`config.mk`:
```
export PLATFORM = sky130hd
export DESIGN_NAME = hpw_csr
export DESIGN_NICKNAME = d
export VERILOG_FILES = /design/src/sv/hpw_pkg.sv /design/src/sv/hpw_csr.sv
export SDC_FILE = /design/constraint.sdc
export NUM_CORES = 1
export LEC_CHECK = 0
export BUFFER_PORTS_ARGS = -buffer_cell sky130_fd_sc_hd__buf_2
export CAP_MARGIN = 10
export CORE_AREA = 5 5 102 104
export CTS_CLUSTER_DIAMETER = 150
export DETAILED_ROUTE_END_ITERATION = 8
export DIE_AREA = 0 0 107 109
export PLACE_DENSITY_LB_ADDON = 0.3
export SETUP_SLACK_MARGIN = 0.2
export SYNTH_ARGS = -nofsm -noshare
export SYNTH_HDL_FRONTEND = slang
export SYNTH_SLANG_ARGS = --single-unit
```
`constraint.sdc`:
```
create_clock -name clock -period 4.4 [get_ports clock]
set_input_delay 1.32 -clock clock [delete_from_list [all_inputs] [get_ports clock]]
set_output_delay 1.32 -clock clock [all_outputs]
set_load 0.05 [all_outputs]
```
`src/sv/hpw_pkg.sv`:
```
// Shared types and constants for the histogram percentile window block.
`timescale 1ns / 1ps

package hpw_pkg;

   localparam int DATA_W          = 32;
   localparam int FRAC_W          = 16;
   localparam int BIN_FIELD_W     = 9;
   localparam int PADDR_W         = 4;
   localparam int BINS_DEF        = 512;
   localparam int COUNT_WIDTH_DEF = 32;

   localparam logic [FRAC_W-1:0] LOW_FRAC_RESET  = 16'd3277;
   localparam logic [FRAC_W-1:0] HIGH_FRAC_RESET = 16'd64881;

   typedef enum logic [1:0] {
      REG_RANGE_MIN  = 2'd0,
      REG_RANGE_MAX  = 2'd1,
      REG_LOW_FRAC   = 2'd2,
      REG_HIGH_FRAC  = 2'd3
   } reg_idx_type;

   typedef enum logic [3:0] {
      ST_CLEAR,
      ST_IDLE,
      ST_PREP,
      ST_CLASS,
      ST_DIV,
      ST_READ,
      ST_WRITE,
      ST_THR_LO,
      ST_THR_HI,
      ST_SCAN,
      ST_SCAN_END,
      ST_LVL_LO,
      ST_LVL_LO_WAIT,
      ST_LVL_HI,
      ST_LVL_HI_WAIT,
      ST_EMIT
   } state_type;

   typedef struct packed {
      logic signed [DATA_W-1:0] sample;
      logic                     is_last;
   } req_type;

   typedef struct packed {
      logic signed [DATA_W-1:0]  window_low;
      logic signed [DATA_W-1:0]  window_high;
      logic [BIN_FIELD_W-1:0]    low_bin;
      logic [BIN_FIELD_W-1:0]    high_bin;
      logic                      range_degenerate;
   } rsp_type;

   typedef struct packed {
      logic signed [DATA_W-1:0] range_min;
      logic signed [DATA_W-1:0] range_max;
      logic [FRAC_W-1:0]        low_fraction;
      logic [FRAC_W-1:0]        high_fraction;
   } cfg_type;

   typedef struct packed {
      logic rd_inc;
      logic rd_scan;
      logic wipe;
      logic scan_init;
   } hist_cmd_type;

endpackage

```
`src/sv/hpw_csr.sv`:
```
// Configuration register file behind the APB-style port.
`timescale 1ns / 1ps

module hpw_csr (
   input  logic                         clock,
   input  logic                         reset,
   input  logic                         psel,
   input  logic                         penable,
   input  logic                         pwrite,
   input  logic [hpw_pkg::PADDR_W-1:0]  paddr,
   input  logic [hpw_pkg::DATA_W-1:0]   pwdata,
   output logic [hpw_pkg::DATA_W-1:0]   prdata,
   output logic                         pready,
   output hpw_pkg::cfg_type             cfg
);
   import hpw_pkg::*;

   cfg_type     cfg_ff;
   reg_idx_type idx;

   assign idx    = reg_idx_type'(paddr[PADDR_W-1:2]);
   assign pready = 1'b1;
   assign cfg    = cfg_ff;

   always_ff @(posedge clock) begin
      if (reset) begin
         cfg_ff.range_min     <= '0;
         cfg_ff.range_max     <= '0;
         cfg_ff.low_fraction  <= LOW_FRAC_RESET;
         cfg_ff.high_fraction <= HIGH_FRAC_RESET;
      end else if (psel && penable && pwrite) begin
         unique case (idx)
            REG_RANGE_MIN: cfg_ff.range_min     <= pwdata;
            REG_RANGE_MAX: cfg_ff.range_max     <= pwdata;
            REG_LOW_FRAC:  cfg_ff.low_fraction  <= pwdata[FRAC_W-1:0];
            REG_HIGH_FRAC: cfg_ff.high_fraction <= pwdata[FRAC_W-1:0];
         endcase
      end
   end

   always_comb begin
      unique case (idx)
         REG_RANGE_MIN: prdata = cfg_ff.range_min;
         REG_RANGE_MAX: prdata = cfg_ff.range_max;
         REG_LOW_FRAC:  prdata = DATA_W'(cfg_ff.low_fraction);
         REG_HIGH_FRAC: prdata = DATA_W'(cfg_ff.high_fraction);
      endcase
   end

endmodule

```
==> Word-level counts from Yosys, hierarchy flattened <==
Cells that the tools add are included.
{ "word_totals": {"regBits": 96, "wordCells": 15, "inputBits": 41, "out_inout_bits": 129} }
{ "classes": {"eq_ne": 3, "reduce_logical": 7, "muxes": 1} }
{ "op_table": {"columns": ["operator", "count"], "rows": [
  ["$pmux 32 s4", 1],
  ["$reduce_and 2->1", 4],
  ["$eq 2x2->1 const B", 2],
  ["$eq 2x1->1 const B", 1],
  ["$logic_and 1x1->1", 2],
  ["$logic_not 2->1", 1]
]} }

==> Longest topological paths before layout <==
{ "logic_depth": {"depth_word": 3, "mapped_depth": 6, "depth_no_buf": 3} }

==> Worst setup path before layout <==
OpenSTA, ideal clock, no wires.
{ "synth_timing": {"path_kind": "input to output", "from": "input port paddr[2] in the netlist's numbering", "to": "output port prdata[19] in the netlist's numbering", "stages": 5, "required_time_ns": 3.080, "setup_slack_ns": 0.395, "arrival_time_ns": 2.685, "n_path_buf": 3, "path_cell_list": "buf_6 buf_4 buf_2 mux2i_1 nor2_1"} }
{ "synth_via": {"elab_chain_len": 2, "word_cells_on_any_way": 5, "classes_between": "3 x eq/ne; 1 x mux; 1 x reduce/logical"} }
{ "synth_lines": {"columns": ["item", "line_no", "text"], "rows": [
  ["from (decl)", "hpw_csr.sv:10", "input logic [hpw_pkg::PADDR_W-1:0] paddr,"],
  ["$eq 2x2->1 (tied with other cells)", "hpw_csr.sv:42", "unique case (idx)"],
  ["$pmux 32 s4 (*)", "hpw_csr.sv:42", null],
  ["to (decl)", "hpw_csr.sv:12", "output logic [hpw_pkg::DATA_W-1:0] prdata,"]
]} }
Every way passes the cells marked *; elsewhere a longest branch is shown, timed or not.

==> Final worst setup path <==
{ "layout_timing": {"from": "input port paddr[2] in the netlist's numbering", "to": "output port prdata[14] in the netlist's numbering"} }
The elaborated chain is that of the path after synthesis.

==> impl_metrics.py <==
metrics = {
    "run_status": {
        "status": "completed",
    },
    "die": {
        "rows": 36,
        "dieArea_um2": 11700,
        "pin_count": 170,
        "initial_utilization_pct": 47.9,
        "die_x_um": 107,
        "die_h_um": 109,
        "core_um2": 9460,
    },
    "finish": {
        "final_util_pct": 59.4,
        "drive_gt1_share_pct": 35.5,
        "final_nets": 631,
        "fin_cells": 708,
        "largest_register_ffs": 96,
        "most-common-layout-cells": "166 x buf_2, 103 x mux2i_1, 102 x nand2b_1, 96 x dfxtp_1, 48 x nor2_1",
        "synthToLayoutAreaGrowth_pct": 24.2,
        "diodes": 0,
        "final_common_cell": "buf_2",
        "design_area_um2": 5620,
        "n_fill_cell": 823,
    },
    "setup_path": {
        "cp-end-kind": "primary output",
        "crit_arrival_ns": 2.54,
        "critPathKind": "in -> out",
        "crit_fanout": 9,
        "r2r_slack_ns": 3.63,
        "worstPathRequired_ns": 3.08,
        "critPathLaunchType": "input port",
    },
    "synth": {
        "synth_top_area_share_pct": 42.5,
        "synthCells": 437,
        "ys.warnings.count": 0,
        "synth.largest_area_cell": "dfxtp_1",
        "synth_area_per_cell_um2": 10.4,
        "synth.distinct_cells": 21,
        "synth.net_count": 478,
        "synthTopCellsByArea": "dfxtp_1 42%, mux2i_1 23%, nand2b_1 14%",
        "ys_ff_latch": 96,
        "seq_area_frac_synth_pct": 42.5,
        "syn-cell-area_um2": 4530,
    },
    "cts": {
        "cts_buffer_depth": 2,
        "cts_hold_buf": 0,
        "post_cts_buffers": 0,
        "clkTransAtPathRegs_ns": 0.08,
        "cts_buffers": 9,
        "cts_resized": 0,
        "root_buffer": "clkbuf_8",
        "clkLatencyLatePin_ns": 0.35,
        "cts_sinks": 96,
        "cts_tree": "built",
        "htree_levels": 3,
    },
    "routing": {
        "avgRoutedWirePerCell_um": 16.0,
        "drtIter0Drc": 177,
        "drc": 0,
        "postRouteWirelength_um": 11300,
        "drt-pass1-iter-count": 4,
        "via_per_inst": 5.17,
        "vias": 3659,
        "ant_nets": 0,
    },
    "sta": {
        "min_period_ns": 3.86,
        "rsz0062_at_grt": "no",
        "report.final.setup_viol": 0,
        "max_slew_margin_pct": 22.5,
        "postLayoutSetupSlackWorst_ns": 0.540,
        "slew_viol_final": 0,
        "skew_ns": 0,
        "finalSetupTns_ns": 0,
        "max_freq_mhz": 259,
        "timing.final.crit_share_pct": 87.7,
        "hold_viol": 0,
        "max_slew.worst_pin.slew_ns": 1.16,
        "fin_hold_ws_ns": 0.493,
    },
    "placement": {
        "placedInstanceArea_um2": 5440,
        "dp_hpwl_um": 8170,
        "gp_congestion": 0.771,
        "dp_slack_ns": 0.509,
        "port_buffers": 166,
        "place_inst": 693,
    },
    "grt": {
        "grt_overflow": 0,
        "grt_first_pass_wirelength_um": 17600,
        "first_global_vias": 3546,
        "antenna_found_initial": 0,
        "grt_usage_pct": 19.0,
        "grt_max_degree": 70,
    },
    "power_and_ir_drop": {
        "powerDensity_nw_per_um2": 299,
        "peakVddDrop_v": 0.000132,
        "power.total_mw": 1.68,
        "leakage_nw": 2.76,
    },
    "worst_hold_path": {
        "hold_class": "reg -> reg",
    },
    "flow_run": {
        "max_cap_violations": 0,
    },
}
-- where the power goes --
group	internal, mW	total (mW)	switching (mW)
registers	0.879	0.888	0.00891
logic	0.0811	0.235	0.154
clock network	0.275	0.556	0.281
-- area by class of cell --
class	count	area, um^2	area share, %
well taps	114	143	2.54
inverters	1	3.75	0.0668
repair buffers	177	938	16.7
multi-input cells	305	2430	43.2
clock inverters	3	42.5	0.757
flip-flops and latches	96	1920	34.2
clock buffers	12	145	2.58
-- synth_stat cells --
| library cell | count |
|---|---|
| mux2i_1 | 103 |
| nand2b_1 | 102 |
| dfxtp_1 | 96 |
| nor2_1 | 48 |
| clkbuf_1 | 18 |
| o21ai_0 | 18 |
| mux4_2 | 16 |
| buf_2 | 9 |
| nor2b_1 | 9 |
| buf_6 | 4 |
| buf_4 | 3 |
| or3_1 | 2 |
| buf_1 | 1 |
| conb_1 | 1 |
| inv_2 | 1 |
| nand3_1 | 1 |
| nand4_2 | 1 |
| nor2_2 | 1 |
| nor3_1 | 1 |
| nor3_2 | 1 |
| or2_1 | 1 |
-- final timing paths --
| check | start | end | cells past startpoint |
|---|---|---|---|
| max reg2reg | cfg[30]$_SDFFE_PP0P_ | cfg[30]$_SDFFE_PP0P_ | 3 |
| max | paddr[2] | prdata[14] | 4 |
| min | cfg[71]$_SDFFE_PP0P_ | cfg[71]$_SDFFE_PP0P_ | 2 |
| min reg2reg | cfg[71]$_SDFFE_PP0P_ | cfg[71]$_SDFFE_PP0P_ | 2 |
-- critical path, stage by stage --
cell and delay [ns]:
buf_2 0.26, buf_4 0.22, mux4_2 0.51, buf_2 0.23
-- kinds of logic (layout without fill, tap and decap cells) --
group,count (synthesis),after routing,share of synthesized area [%]
buffers and inverters,36,193,4.15
and+or+nand+nor,167,167,20.6
other,1,1,0.0828
DFF,96,96,42.5
muxes,119,119,30.7
AOI/OAI and AO/OA,18,18,1.99
-- layer usage --
layer	up-vias	GRT usage (%)	share of wire (%)
met5	-	0	0
met2	116	32.4	48
met3	10	3.20	6.1
met1	1749	24.8	45
met4	0	5.75	1.1
li1	1784	-	-
Power figures use the tool's default switching activity.
