$ cat src/sv/hpw_pkg.sv
// Shared types and constants for the histogram percentile window block.
`timescale 1ns / 1ps

package hpw_pkg;

   localparam int DATA_W          = 32;
   localparam int FRAC_W          = 16;
   localparam int BIN_FIELD_W     = 9;
   localparam int PADDR_W         = 4;
   localparam int BINS_DEF        = 512;
   localparam int COUNT_WIDTH_DEF = 32;

   localparam logic [FRAC_W-1:0] LOW_FRAC_RESET  = 16'd3277;
   localparam logic [FRAC_W-1:0] HIGH_FRAC_RESET = 16'd64881;

   typedef enum logic [1:0] {
      REG_RANGE_MIN  = 2'd0,
      REG_RANGE_MAX  = 2'd1,
      REG_LOW_FRAC   = 2'd2,
      REG_HIGH_FRAC  = 2'd3
   } reg_idx_type;

   typedef enum logic [3:0] {
      ST_CLEAR,
      ST_IDLE,
      ST_PREP,
      ST_CLASS,
      ST_DIV,
      ST_READ,
      ST_WRITE,
      ST_THR_LO,
      ST_THR_HI,
      ST_SCAN,
      ST_SCAN_END,
      ST_LVL_LO,
      ST_LVL_LO_WAIT,
      ST_LVL_HI,
      ST_LVL_HI_WAIT,
      ST_EMIT
   } state_type;

   typedef struct packed {
      logic signed [DATA_W-1:0] sample;
      logic                     is_last;
   } req_type;

   typedef struct packed {
      logic signed [DATA_W-1:0]  window_low;
      logic signed [DATA_W-1:0]  window_high;
      logic [BIN_FIELD_W-1:0]    low_bin;
      logic [BIN_FIELD_W-1:0]    high_bin;
      logic                      range_degenerate;
   } rsp_type;

   typedef struct packed {
      logic signed [DATA_W-1:0] range_min;
      logic signed [DATA_W-1:0] range_max;
      logic [FRAC_W-1:0]        low_fraction;
      logic [FRAC_W-1:0]        high_fraction;
   } cfg_type;

   typedef struct packed {
      logic rd_inc;
      logic rd_scan;
      logic wipe;
      logic scan_init;
   } hist_cmd_type;

endpackage

$ cat src/sv/hpw_div.sv
// Bit-serial restoring divider, one quotient bit per cycle, 32-bit quotient.
`timescale 1ns / 1ps

module hpw_div #(
   parameter int PW = hpw_pkg::DATA_W + 10
) (
   input  logic                        clock,
   input  logic                        reset,
   input  logic                        start,
   input  logic [PW-1:0]               dividend,
   input  logic [hpw_pkg::DATA_W-1:0]  divisor,
   output logic                        done,
   output logic [hpw_pkg::DATA_W-1:0]  quotient
);
   import hpw_pkg::*;

   localparam int CW = $clog2(DATA_W);

   logic [DATA_W-1:0] rem_ff, rem_in;
   logic [DATA_W-1:0] low_ff;
   logic [DATA_W-1:0] dvs_ff;
   logic [DATA_W-1:0] quot_ff;
   logic [CW-1:0]     cnt_ff;
   logic              run_ff;
   logic              done_ff;
   logic [DATA_W:0]   trial;
   logic [DATA_W:0]   diff;
   logic              fits;

   // high part of the dividend is below the divisor, so 32 steps suffice
   assign trial  = {rem_ff, low_ff[DATA_W-1]};
   assign diff   = trial - {1'b0, dvs_ff};
   assign fits   = trial >= {1'b0, dvs_ff};
   assign rem_in = fits ? diff[DATA_W-1:0] : trial[DATA_W-1:0];

   assign done     = done_ff;
   assign quotient = quot_ff;

   always_ff @(posedge clock) begin
      if (reset) begin
         run_ff  <= 1'b0;
         done_ff <= 1'b0;
         cnt_ff  <= '0;
      end else begin
         done_ff <= 1'b0;
         if (start) begin
            run_ff <= 1'b1;
            cnt_ff <= '0;
         end else if (run_ff) begin
            cnt_ff <= cnt_ff + 1'b1;
            if (cnt_ff == CW'(DATA_W - 1)) begin
               run_ff  <= 1'b0;
               done_ff <= 1'b1;
            end
         end
      end
   end

   always_ff @(posedge clock) begin
      if (start) begin
         rem_ff <= DATA_W'(dividend[PW-1:DATA_W]);
         low_ff <= dividend[DATA_W-1:0];
         dvs_ff <= divisor;
      end else if (run_ff) begin
         rem_ff  <= rem_in;
         low_ff  <= {low_ff[DATA_W-2:0], 1'b0};
         quot_ff <= {quot_ff[DATA_W-2:0], fits};
      end
   end

endmodule

$ cat config.mk
export PLATFORM = sky130hd
export DESIGN_NAME = hpw_div
export DESIGN_NICKNAME = d
export VERILOG_FILES = /design/src/sv/hpw_pkg.sv /design/src/sv/hpw_div.sv
export SDC_FILE = /design/constraint.sdc
export NUM_CORES = 1
export LEC_CHECK = 0
export BUFFER_PORTS_ARGS = -buffer_cell sky130_fd_sc_hd__buf_2
export CORE_ASPECT_RATIO = 1.75
export CORE_MARGIN = 2
export CORE_UTILIZATION = 50
export CTS_BUF_LIST = sky130_fd_sc_hd__clkbuf_16
export DETAILED_ROUTE_END_ITERATION = 6
export PLACE_DENSITY = 0.74
export REMOVE_ABC_BUFFERS = 1
export SLEW_MARGIN = 0
export SYNTH_ARGS = -nofsm -noshare
export SYNTH_HDL_FRONTEND = slang
export SYNTH_SLANG_ARGS = --single-unit
$ cat constraint.sdc
create_clock -name clock -period 2.4 [get_ports clock]
set_input_delay 0.12 -clock clock [delete_from_list [all_inputs] [get_ports clock]]
set_output_delay 0.12 -clock clock [all_outputs]
set_load 0.01 [all_outputs]
* Word level (Yosys, flattened, before mapping)
Cells that the tools add are included.
** Word-level totals
- Register bits :: 135
- Input bits :: 77
- Output and inout port bits :: 33
- Word-level logic and storage cells :: 27
** Cells by class
- Add/sub/neg operators :: 2
- Magnitude comparators :: 1
- Equality and inequality tests :: 1
- Multiplexer cells :: 9
- Bitwise logic cells :: 2
- Reductions and logical operators :: 4
** Operators by type and width (number)
- 2-to-1 mux 32 bit :: 3
- >= comparator 33 x 32 -> 1 bit :: 1
- subtractor 32 bit :: 1
- 2-to-1 mux 10 bit :: 2
- adder 5 x 1 -> 5 bit, second input constant :: 1
- == test 5 bit, second input constant :: 1
- 2-to-1 mux 1 bit :: 4
- OR reduction 3 bit :: 1
- inverter 1 bit :: 2
- AND reduction 2 bit :: 1
- nonzero test 2 bit :: 1
- OR reduction 2 bit :: 1

* Longest topological paths before layout
Gate-level depths: netlist (run 1).
- Depth in word-level cells :: 4
- Depth in mapped cells :: 13
- Gate-level depth less buffers :: 11

* Worst setup path after synthesis (run 1)
No wires, ideal clock.
- Path kind :: register -> register
- Start :: register dvs_ff[11]
- End :: register rem_ff[30]
- Library setup time :: 0.134 ns
- Data arrival time :: 2.432 ns
- Data required time :: 2.266 ns
- Path slack :: -0.166 ns
- Stages on the path, launching flop included :: 12
- Clock period less this slack :: 2.566 ns
- Path through :: edfxtp_1 > inv_1 > ha_1 > buf_6 > a21o_1 > nor2b_1 > or4b_4 > o21ai_4 > nor4_1 > or4_1 > o2111ai_1 > o211ai_1
** On the way
- Longest elaborated chain between the ends :: 2
- Elaborated cells between the ends (all ways) :: 3
- Those cells by class :: add/sub (1); order compare (1); mux (1)
** RTL lines
- start, declared :: line hpw_div.sv:21 : logic [DATA_W-1:0] dvs_ff;
- start signal, assigned :: line hpw_div.sv:63 : dvs_ff <= divisor;
- subtractor 32 bit or >= comparator 33 x 32 -> 1 bit (tied branches) :: line hpw_div.sv:32, hpw_div.sv:33
- 2-to-1 mux 32 bit (*) :: line hpw_div.sv:34 : assign rem_in = fits ? diff[DATA_W-1:0] : trial[DATA_W-1:0];
- end signal, assigned :: line hpw_div.sv:61 : rem_ff <= DATA_W'(dividend[PW-1:DATA_W]);
- end signal, assigned :: line hpw_div.sv:65 : rem_ff <= rem_in;
- end, declared :: line hpw_div.sv:19 : logic [DATA_W-1:0] rem_ff, rem_in;
Mark *: on every way between the ends. The rest lies on a longest branch, timed or not.
A chain may end at the register's enable or synchronous reset.

* Final worst setup path (run 1)
- Start :: register rem_ff[8]
- End :: register rem_ff[27]
** On the way
- Longest elaborated chain between the ends :: 2
- Elaborated cells between the ends (all ways) :: 3
- Those cells by class :: add/sub (1); order compare (1); mux (1)
** RTL lines (line)
- subtractor 32 bit or >= comparator 33 x 32 -> 1 bit (tied branches) :: hpw_div.sv:32, hpw_div.sv:33
- 2-to-1 mux 32 bit (*) :: hpw_div.sv:34
Marks and branches as above.

==> flow_summary.yaml, run 1 <==
flow_run:
  max_cap_viol_count: 0
timing:
  min_period_ns: 2.710
  fmax_ghz: 0.3690
  finalHoldViolations: 1
  finalCritPeriodShare_pct: 112.9
  setup_slack_ns: -0.3104
  report.final.slew_viol_count: 0
  worst_clock_skew_ns: 0.01546
  fin_hold_ws_ns: -0.005836
  rsz0062_at_grt: "true"
  finalSetupViolations: 33
  relSlewSlack_pct: 13.14
  tightest_slew_ns: 1.298
die:
  die-area_um2: 15130
  design.core.area_um2: 13840
  fp.dieH_um: 161.2
  die_w_um: 93.84
  row_count: 57
  num_io_pins: 110
  initial_core_util_pct: 51.04
placement:
  place_congestion: 0.9298
  port_buffers: 109
  place_area_um2: 8592
  place_inst: 991
  dp_hpwl_um: 12320
  post-place-ws_ns: -0.3540
cts:
  cts.clk_slew.worst_paths_ns: 0.07
  cts_tree: "yes"
  numCtsBuffers: 17
  cts.htree.levels: 4
  cts_sinks: 135
  clock_path_buffers: 2
  cts.root.buffer_cell: "clkbuf_16"
  clock_latency_ns: 0.43
global_routing:
  overflow: 0
  grt_pass1_wl_um: 35690
  grt_max_degree: 111
  grt_pass1_vias: 7066
  track_usage_pct: 30.78
  antenna_found_initial: 0
layout:
  fin_cells: 1131
  fill_cells: 730
  area_delta_synth_final_pct: 57.39
  final_cell_mix: "buf_4, buf_2, edfxtp_1, dlygate4sd3_1, nand2_1"
  fin_util_pct: 80.33
  drive_gt1_share_pct: 47.27
  mostFrequentLayoutCell: "buf_4"
  final_area_um2: 11110
  n_antenna_cell: 0
  fin_nets: 1053
worst_setup_path:
  crit_fanout: 4
  cp_data_arrival_time_ns: 3.07
  ff2ff_setup_slack_ns: -0.31
  cp-end-kind: "register"
  start_kind: "register"
  crit_required_ns: 2.76
  path_class: "register to register"
synth:
  seq_area_frac_synth_pct: 53.30
  synth_edf_count: 106
  netlist_area_um2: 7062
  netlist_instances: 619
  synth_warnings: 0
  ys_seq_elements: 135
  synthTopCellsByArea: "edfxtp_1, dfxtp_1, ha_1, mux2_2, mux2i_1"
  synth_top_area_share_pct: 45.07
  synth-main-ff-cell: "edfxtp_1"
  synth.avg_cell_area_um2: 11.41
  async_flop_share_pct: 0
  yosysTopAreaCell: "edfxtp_1"
  synth_cell_types: 61
drt:
  drt_iter0_drc: 561
  routed_wl_um: 25300
  routedWlPerCell_um: 22.37
  final_antenna_net_count: 0
  vias_per_cell: 6.048
  route.detailed.drc: 1
  vias: 6840
  drt_pre_antenna_iters: 7
hold_path:
  hp-class: "input pin to register"
pwr:
  p_leak_nw: 4.611
  vdd_drop_max_mv: 0.5362
  power_density_nw_per_um2: 661.8
status:
  violations: "design-rule violations, negative hold slack, negative setup slack"
  status: "finished, violations left"
-- where the power goes --
| group | switching, mW | total (mW) | internal (mW) |
|---|---|---|---|
| sequential | 0.0932 | 2.80 | 2.71 |
| combinational | 0.953 | 1.86 | 0.909 |
| clock | 1.14 | 2.69 | 1.55 |
| total | 2.19 | 7.36 | 5.17 |
-- Yosys cell counts (all sizes together), types with 3 or more instances --
cell / n
ha: 34
or2: 3
clkbuf: 19
o21bai: 4
xor2: 17
a211oi: 12
nand3: 15
or4: 3
dfxtp: 29
xnor2: 9
nand3b: 9
nor3: 16
o311ai: 10
buf: 8
nor2: 37
nand2: 48
o21ai: 21
inv: 41
o2111ai: 3
a21boi: 3
nor2b: 9
mux2: 34
a21o: 10
nand2b: 7
edfxtp: 106
a22oi: 4
a21oi: 33
o21a: 3
o211ai: 6
o31ai: 8
nor4: 3
nand4: 10
mux2i: 18
and3: 3
a31oi: 7
-- repair_timing --
item,in CTS,in global routing
pin swaps,59,46
gates resized for setup,114,64
setup buffers,33,10
hold endpoints to repair,67,3
cloned,4,0
hold buffers,62,3
endpoints found under the setup margin,33,33
-- area by class of cell --
cell class,instances,area (µm²),share of cell area [%]
Clock buffer,17,425.4,3.828
Clock inverter,15,166.4,1.497
Inverter,41,166.4,1.497
Multi-Input combinational cell,416,3814,34.31
Sequential cell,135,3764,33.86
Tap cell,177,221.5,1.993
Timing Repair Buffer,329,2541,22.86
Timing Repair inverter,1,16.27,0.1463
-- state kept, by name, summed over array words and instances (netlist names) --
| register | cells |
|---|---|
| rem_ff | 32 |
| cnt_ff | 5 |
| done | 1 |
| run_ff | 1 |
| dvs_ff | 32 |
| quotient | 32 |
| low_ff | 32 |
-- path summary, 6_finish.rpt --
kind | from | to | cells past startpoint
worst max register to register | rem_ff[8] | rem_ff[27] | 9
worst min-delay path | dividend[21] | low_ff[21] | 2
worst min register to register | quotient[21] | quotient[22] | 0
worst max-delay path | rem_ff[8] | rem_ff[27] | 9
-- layer usage --
| metal | part of all wire (%) | global-route usage (%) | vias up |
|---|---|---|---|
| li1 | - | - | 2955 |
| met1 | 34 | 31.81 | 3332 |
| met2 | 53 | 55.39 | 406 |
| met3 | 6.0 | 6.157 | 147 |
| met4 | 6.8 | 19.30 | 0 |
| met5 | 0 | 0 | - |
-- metrics by stage --
stage / TNS (ns) / power [mW] / hold slack (ns)
4_1_cts: -2.199 / 7.026 / 0.0007445
3_3_place_gp: -6.001 / 4.021 / 0.2963
5_1_grt: -8.918 / 7.549 / -0.001392
3_5_place_dp: -8.194 / 4.064 / 0.2981
2_1_floorplan: -20.08 / 3.480 / 0.1921
6_report: -6.803 / 7.356 / -0.005836
-- worst max-delay path, cell delays in order, from the launching register on --
cell	delay [ns]
edfxtp_1	0.44
ha_4	0.33
or2_1	0.14
a21oi_1	0.11
buf_4	0.16
or4b_4	0.53
o21ai_4	0.22
mux2i_1	0.11
or4_1	0.52
nand3_1	0.09
-- cells by family (layout without fill, tap and decap cells) --
| logic type | Yosys count | in the layout | share of synthesized area, % |
|---|---|---|---|
| buffers and inverters | 68 | 403 | 3.986 |
| flip-flops | 135 | 135 | 53.30 |
| AND/OR/NAND/NOR | 170 | 170 | 12.05 |
| adder cells (fa/ha/maj) | 35 | 35 | 6.308 |
| AO/OA/AOI/OAI | 133 | 133 | 13.16 |
| XOR/XNOR | 26 | 26 | 3.225 |
| multiplexers | 52 | 52 | 7.973 |
No activity file was read; power rests on OpenSTA's default activity.
==> run 2, diff against run 1 <==
HOLD_SLACK_MARGIN = 0.06   (was default)
==> run 2 against run 1 <==
The run ends with negative setup slack left; wire length up 3.7%; core utilization up 0.063 points; largest power group unchanged; global-route usage up 0.70 points; clock skew up 0.0017 ns; first-iteration DRC count up 1.1%; sequential power about the same; combinational power about the same; count of clock-buffer cells in the layout unchanged; worst hold slack better by 0.40 ns; fmax down 2.5%.
==> flow_summary.yaml, run 2 (synthesis results as in run 1) <==
pwr:
  vdd_drop_max_mv: 0.6058
  p_leak_nw: 4.632
  power_density_nw_per_um2: 663.0
  total_power_mw: 7.375
layout:
  area_delta_synth_final_pct: 57.51
  fin_util_pct: 80.39
  n_antenna_cell: 0
  fin_cells: 1144
  drive_gt1_share_pct: 45.92
  fill_cells: 724
  mostFrequentLayoutCell: "buf_4"
  fin_nets: 1066
  final_area_um2: 11120
  final_cell_mix: "buf_4, buf_2, edfxtp_1, dlygate4sd3_1, nand2_1"
worst_setup_path:
  cpMostUsedCell: "a21oi_2"
  max_stage_delay_ns: 0.51
  crit_required_ns: 2.76
  start_kind: "register"
  ff2ff_setup_slack_ns: -0.38
  crit_fanout: 6
  slowest_stage: "or4_1"
  cp-end-kind: "register"
  worstPathCellList: "ha_4 > nand4_1 > a21oi_2 > o21ai_2 > a21oi_2 > a31oi_4 > buf_6 > buf_16 > or4_1 > nand3_1"
  cp_data_arrival_time_ns: 3.15
  path_class: "register to register"
cts:
  cts_sinks: 135
  clock_path_buffers: 2
  clock_latency_ns: 0.44
  numCtsBuffers: 17
  cts.root.buffer_cell: "clkbuf_16"
  cts.htree.levels: 4
  cts_tree: "yes"
  cts.clk_slew.worst_paths_ns: 0.07
status:
  violations: "negative setup slack"
  status: "finished, violations left"
die:
  die_w_um: 93.84
  num_io_pins: 110
  die-area_um2: 15130
  initial_core_util_pct: 51.04
  fp.dieH_um: 161.2
  row_count: 57
  design.core.area_um2: 13840
drt:
  routed_wl_um: 26230
  drt_pre_antenna_iters: 5
  routedWlPerCell_um: 22.93
  final_antenna_net_count: 0
  route.detailed.drc: 0
  drt_iter0_drc: 567
  vias_per_cell: 6.133
  vias: 7016
global_routing:
  grt_pass1_wl_um: 36200
  track_usage_pct: 31.48
  grt.busiest_layer: "met2"
  grt_max_degree: 111
  overflow: 0
  grt_pass1_vias: 7130
  antenna_found_initial: 0
  grtUsageMet3_pct: 5.737
  use_met1_pct: 32.73
  met2_usage_pct: 56.59
timing:
  setup_slack_ns: -0.3806
  finalCritPeriodShare_pct: 115.9
  fin_setup_tns_ns: -8.401
  fmax_ghz: 0.3596
  min_period_ns: 2.781
  report.final.slew_viol_count: 0
  tightest_slew_ns: 1.166
  fin_hold_ws_ns: 0.3937
  finalSetupViolations: 33
  rsz0062_at_grt: "true"
  relSlewSlack_pct: 21.96
  finalHoldViolations: 0
  worst_clock_skew_ns: 0.01721
placement:
  port_buffers: 109
  place_area_um2: 8592
  place_inst: 991
  dp_hpwl_um: 12320
  post-place-ws_ns: -0.3540
  place_congestion: 0.9298
hold_path:
  hp-class: "input pin to register"
flow_run:
  max_cap_viol_count: 0
==> run 2: cell count changes in the layout (fill, tap and decap cells not counted), sizes merged <==
| cell | previous run | this run |
|---|---|---|
| clkinv | 5 | 4 |
| dlygate4sd3 | 65 | 76 |
| buf | 264 | 266 |
| inv | 47 | 48 |
==> run 2: final timing paths <==
path | from | endpoint | cells past startpoint
setup reg to reg | rem_ff[6] | rem_ff[27] | 10
setup / recovery | rem_ff[6] | rem_ff[27] | 10
hold / removal | divisor[15] | dvs_ff[15] | 2
hold reg to reg | quotient[21] | quotient[22] | 0
==> run 2: final cells by class <==
| cell class | count | area [µm²] | area share, % |
|---|---|---|---|
| Sequential cell | 135 | 3764 | 33.84 |
| Multi-Input combinational cell | 416 | 3714 | 33.39 |
| Timing Repair Buffer | 342 | 2660 | 23.91 |
| Clock buffer | 17 | 425.4 | 3.825 |
| Tap cell | 177 | 221.5 | 1.991 |
| Clock inverter | 15 | 166.4 | 1.496 |
| Inverter | 41 | 161.4 | 1.451 |
| Timing Repair inverter | 1 | 11.26 | 0.1012 |
==> run 2: what timing repair did <==
| item | 4_1_cts | 5_1_grt |
|---|---|---|
| hold endpoints to repair | 82 | 0 |
| gates cloned | 4 | 0 |
| hold buffers | 76 | 0 |
| setup endpoints to repair | 33 | 33 |
| gates resized for setup | 114 | 42 |
| pin swaps | 59 | 28 |
| buffers inserted | 33 | 10 |
==> run 2: power by group <==
part           leakage (nW)  total [mW]  switching [mW]  internal [mW]
Combinational          3.08        1.87           0.968          0.907
Clock                 0.282        2.70            1.15           1.55
Sequential             1.27        2.80          0.0951           2.71
==> run 2: routing by layer <==
metal | vias to the layer above | part of all wire [%]
li1 | 2988 | -
met1 | 3333 | 33
met2 | 493 | 51
met3 | 202 | 7.4
met4 | 0 | 8.5
met5 | - | 0
==> run 2: critical path: cells and delay by family (launching register included) <==
| kind | cells | cell delay, ns |
|---|---|---|
| AND/OR/NAND/NOR | 3 | 0.88 |
| AO/OA/AOI/OAI | 4 | 0.73 |
| flip-flops | 1 | 0.46 |
| adder cells (fa/ha/maj) | 1 | 0.35 |
| buffers and inverters | 2 | 0.30 |
==> run 3, diff against run 2 <==
GPL_TIMING_DRIVEN = 0   (was default)
==> run 3 against run 2 <==
The flow still finishes with violations (negative setup slack); power is 5.8% lower; worst hold slack worse by 0.22 ns; combinational power down 18%; global-route usage fell by 5.2 points; clock power shrank 4%; core utilization fell by 5.5 points; count of clock-buffer cells in the layout unchanged; critical endpoint is now rem_ff[30]; clock skew shrank 0.0015 ns; via count shrank 13%; die area unchanged; largest power group unchanged.
==> flow_summary.yaml, run 3 (synthesis results as in run 1) <==
worst_setup_path:
  ff2ff_setup_slack_ns: -0.27
  crit_required_ns: 2.68
  path_class: "register to register"
  r2r-start: "dvs_ff[11]"
  r2r-end: "rem_ff[30]"
  cp-end-kind: "register"
  critical_path.startpoint: "dvs_ff[11]"
  cp_data_arrival_time_ns: 2.95
  r2r.worst_path.cells: 10
  crit_fanout: 3
  start_kind: "register"
status:
  status: "finished, violations left"
  violations: "negative setup slack"
timing:
  tightest_slew_ns: 0.8529
  fin_setup_tns_ns: -5.439
  min_period_ns: 2.667
  finalCritPeriodShare_pct: 111.1
  rsz0062_at_grt: "true"
  relSlewSlack_pct: 43.14
  fmax_ghz: 0.3749
  setup_slack_ns: -0.2672
  finalSetupViolations: 33
  report.final.slew_viol_count: 0
  finalHoldViolations: 0
  worst_clock_skew_ns: 0.01570
drt:
  routedWlPerCell_um: 19.84
  drt_pre_antenna_iters: 5
  drt_iter0_drc: 421
  final_antenna_net_count: 0
  route.detailed.drc: 0
  vias_per_cell: 5.878
  vias: 6096
  routed_wl_um: 20580
die:
  row_count: 57
  design.core.area_um2: 13840
  fp.dieH_um: 161.2
  initial_core_util_pct: 51.04
  num_io_pins: 110
  die_w_um: 93.84
  die-area_um2: 15130
global_routing:
  antenna_found_initial: 0
  grt_max_degree: 86
  overflow: 0
  grt_pass1_wl_um: 30840
  grt_pass1_vias: 6259
  track_usage_pct: 26.25
layout:
  fill_cells: 831
  n_antenna_cell: 0
  seqCellArea_um2: 3766
  final_cell_mix: "buf_2, edfxtp_1, dlygate4sd3_1, nand2_1, nor2_1"
  area_delta_synth_final_pct: 46.83
  multi_input_area_um2: 3802
  mostFrequentLayoutCell: "buf_2"
  drive_gt1_share_pct: 40.00
  fin_nets: 959
placement:
  dp_hpwl_um: 10730
  post-place-ws_ns: -1.322
  port_buffers: 109
  place_congestion: 0.9148
hold_path:
  hp-class: "input pin to register"
  hold_start: "start"
  hold_path_depth: 1
  min_to: "dvs_ff[26]"
pwr:
  p_int_mw: 4.823
  p_comb_share_pct: 22.1
  pwr-share-seq_pct: 40.4
  switchingPower_mw: 2.125
  swShare_pct: 30.58
  vdd_drop_max_mv: 0.4988
  power_frac_clock_pct: 37.5
  power_density_nw_per_um2: 670.1
  p_leak_nw: 4.090
cts:
  cts.htree.levels: 4
  clock_latency_ns: 0.43
  cts.clk_slew.worst_paths_ns: 0.07
  cts_sinks: 135
  clock_path_buffers: 2
  cts_tree: "yes"
  cts.root.buffer_cell: "clkbuf_16"
  numCtsBuffers: 17
flow_run:
  max_cap_viol_count: 0
==> run 3: changes by cell type in the layout (fill, tap and decap cells not counted), moves of 4 or more <==
| cell | change |
|---|---|
| a21oi_1 | -4 |
| a21oi_4 | +4 |
| buf_4 | -104 |
| ha_1 | -5 |
| ha_2 | +5 |
| inv_2 | -5 |
==> run 3: metal layers <==
layer | vias up | share of wire [%] | global-route usage [%]
met1 | 2935 | 36 | 27.11
li1 | 2785 | - | -
met3 | 84 | 5.1 | 4.571
met5 | - | 0 | 0
met2 | 292 | 54 | 49.16
met4 | 0 | 5.1 | 13.50
==> run 3: worst max-delay path, stage by stage, from the launching register on <==
cell	delay, ns
edfxtp_1	0.39
inv_2	0.08
ha_4	0.21
a21o_1	0.21
nor2b_1	0.14
or4b_4	0.50
o21ai_4	0.26
nor4_1	0.09
or4_1	0.43
o2111ai_2	0.09
o211ai_1	0.12
==> run 3: layout make-up <==
cell class	count	area share, %
clock inverter	15	1.484
inverter	41	1.701
sequential	135	36.32
tap	177	2.136
timing repair buffer	232	17.24
multi-input combinational	417	36.67
clock buffer	17	4.103
timing repair inverter	3	0.3379
==> run 3: what timing repair did <==
item	4_1_cts	5_1_grt
pin swaps	48	30
buffers inserted	30	16
endpoints found under the setup margin	108	75
gates resized for setup	118	61
hold buffers	75	0
endpoints found under the hold margin	81	0
cloned	4	1
==> run 3: per-stage QoR <==
stage          total power, mW  instance area, µm²  utilization [%]  cells  hold slack [ns]
6_report                 6.948               10370            74.94   1037           0.1729
3_5_place_dp             3.780                7734            55.90    879           0.2981
2_1_floorplan            3.480                6937                -    592           0.1921
5_1_grt                  7.161               10370            74.94   1037           0.1781
3_3_place_gp             3.746                7704            55.68    878           0.2970
4_1_cts                  6.684                9922            71.71   1020           0.1585
==> run 3: power by group through the flow <==
stage | clock [mW] | sequential [mW] | combinational, mW
floorplan | 0 | 2.82 | 0.664
global placement | 0 | 2.83 | 0.919
detailed placement | 0 | 2.83 | 0.949
CTS | 2.58 | 2.79 | 1.31
global route | 2.71 | 2.82 | 1.63
finish | 2.60 | 2.81 | 1.54
==> run 3: how the worst max path moves through the flow <==
| stage | endpoint | depth (start not counted) |
|---|---|---|
| CTS | rem_ff[30] | 10 |
| finish | rem_ff[30] | 10 |
| global placement | low_ff[0] | 3 |
| global route | rem_ff[18] | 12 |
| floorplan | rem_ff[0] | 9 |
| detailed placement | rem_ff[26] | 4 |
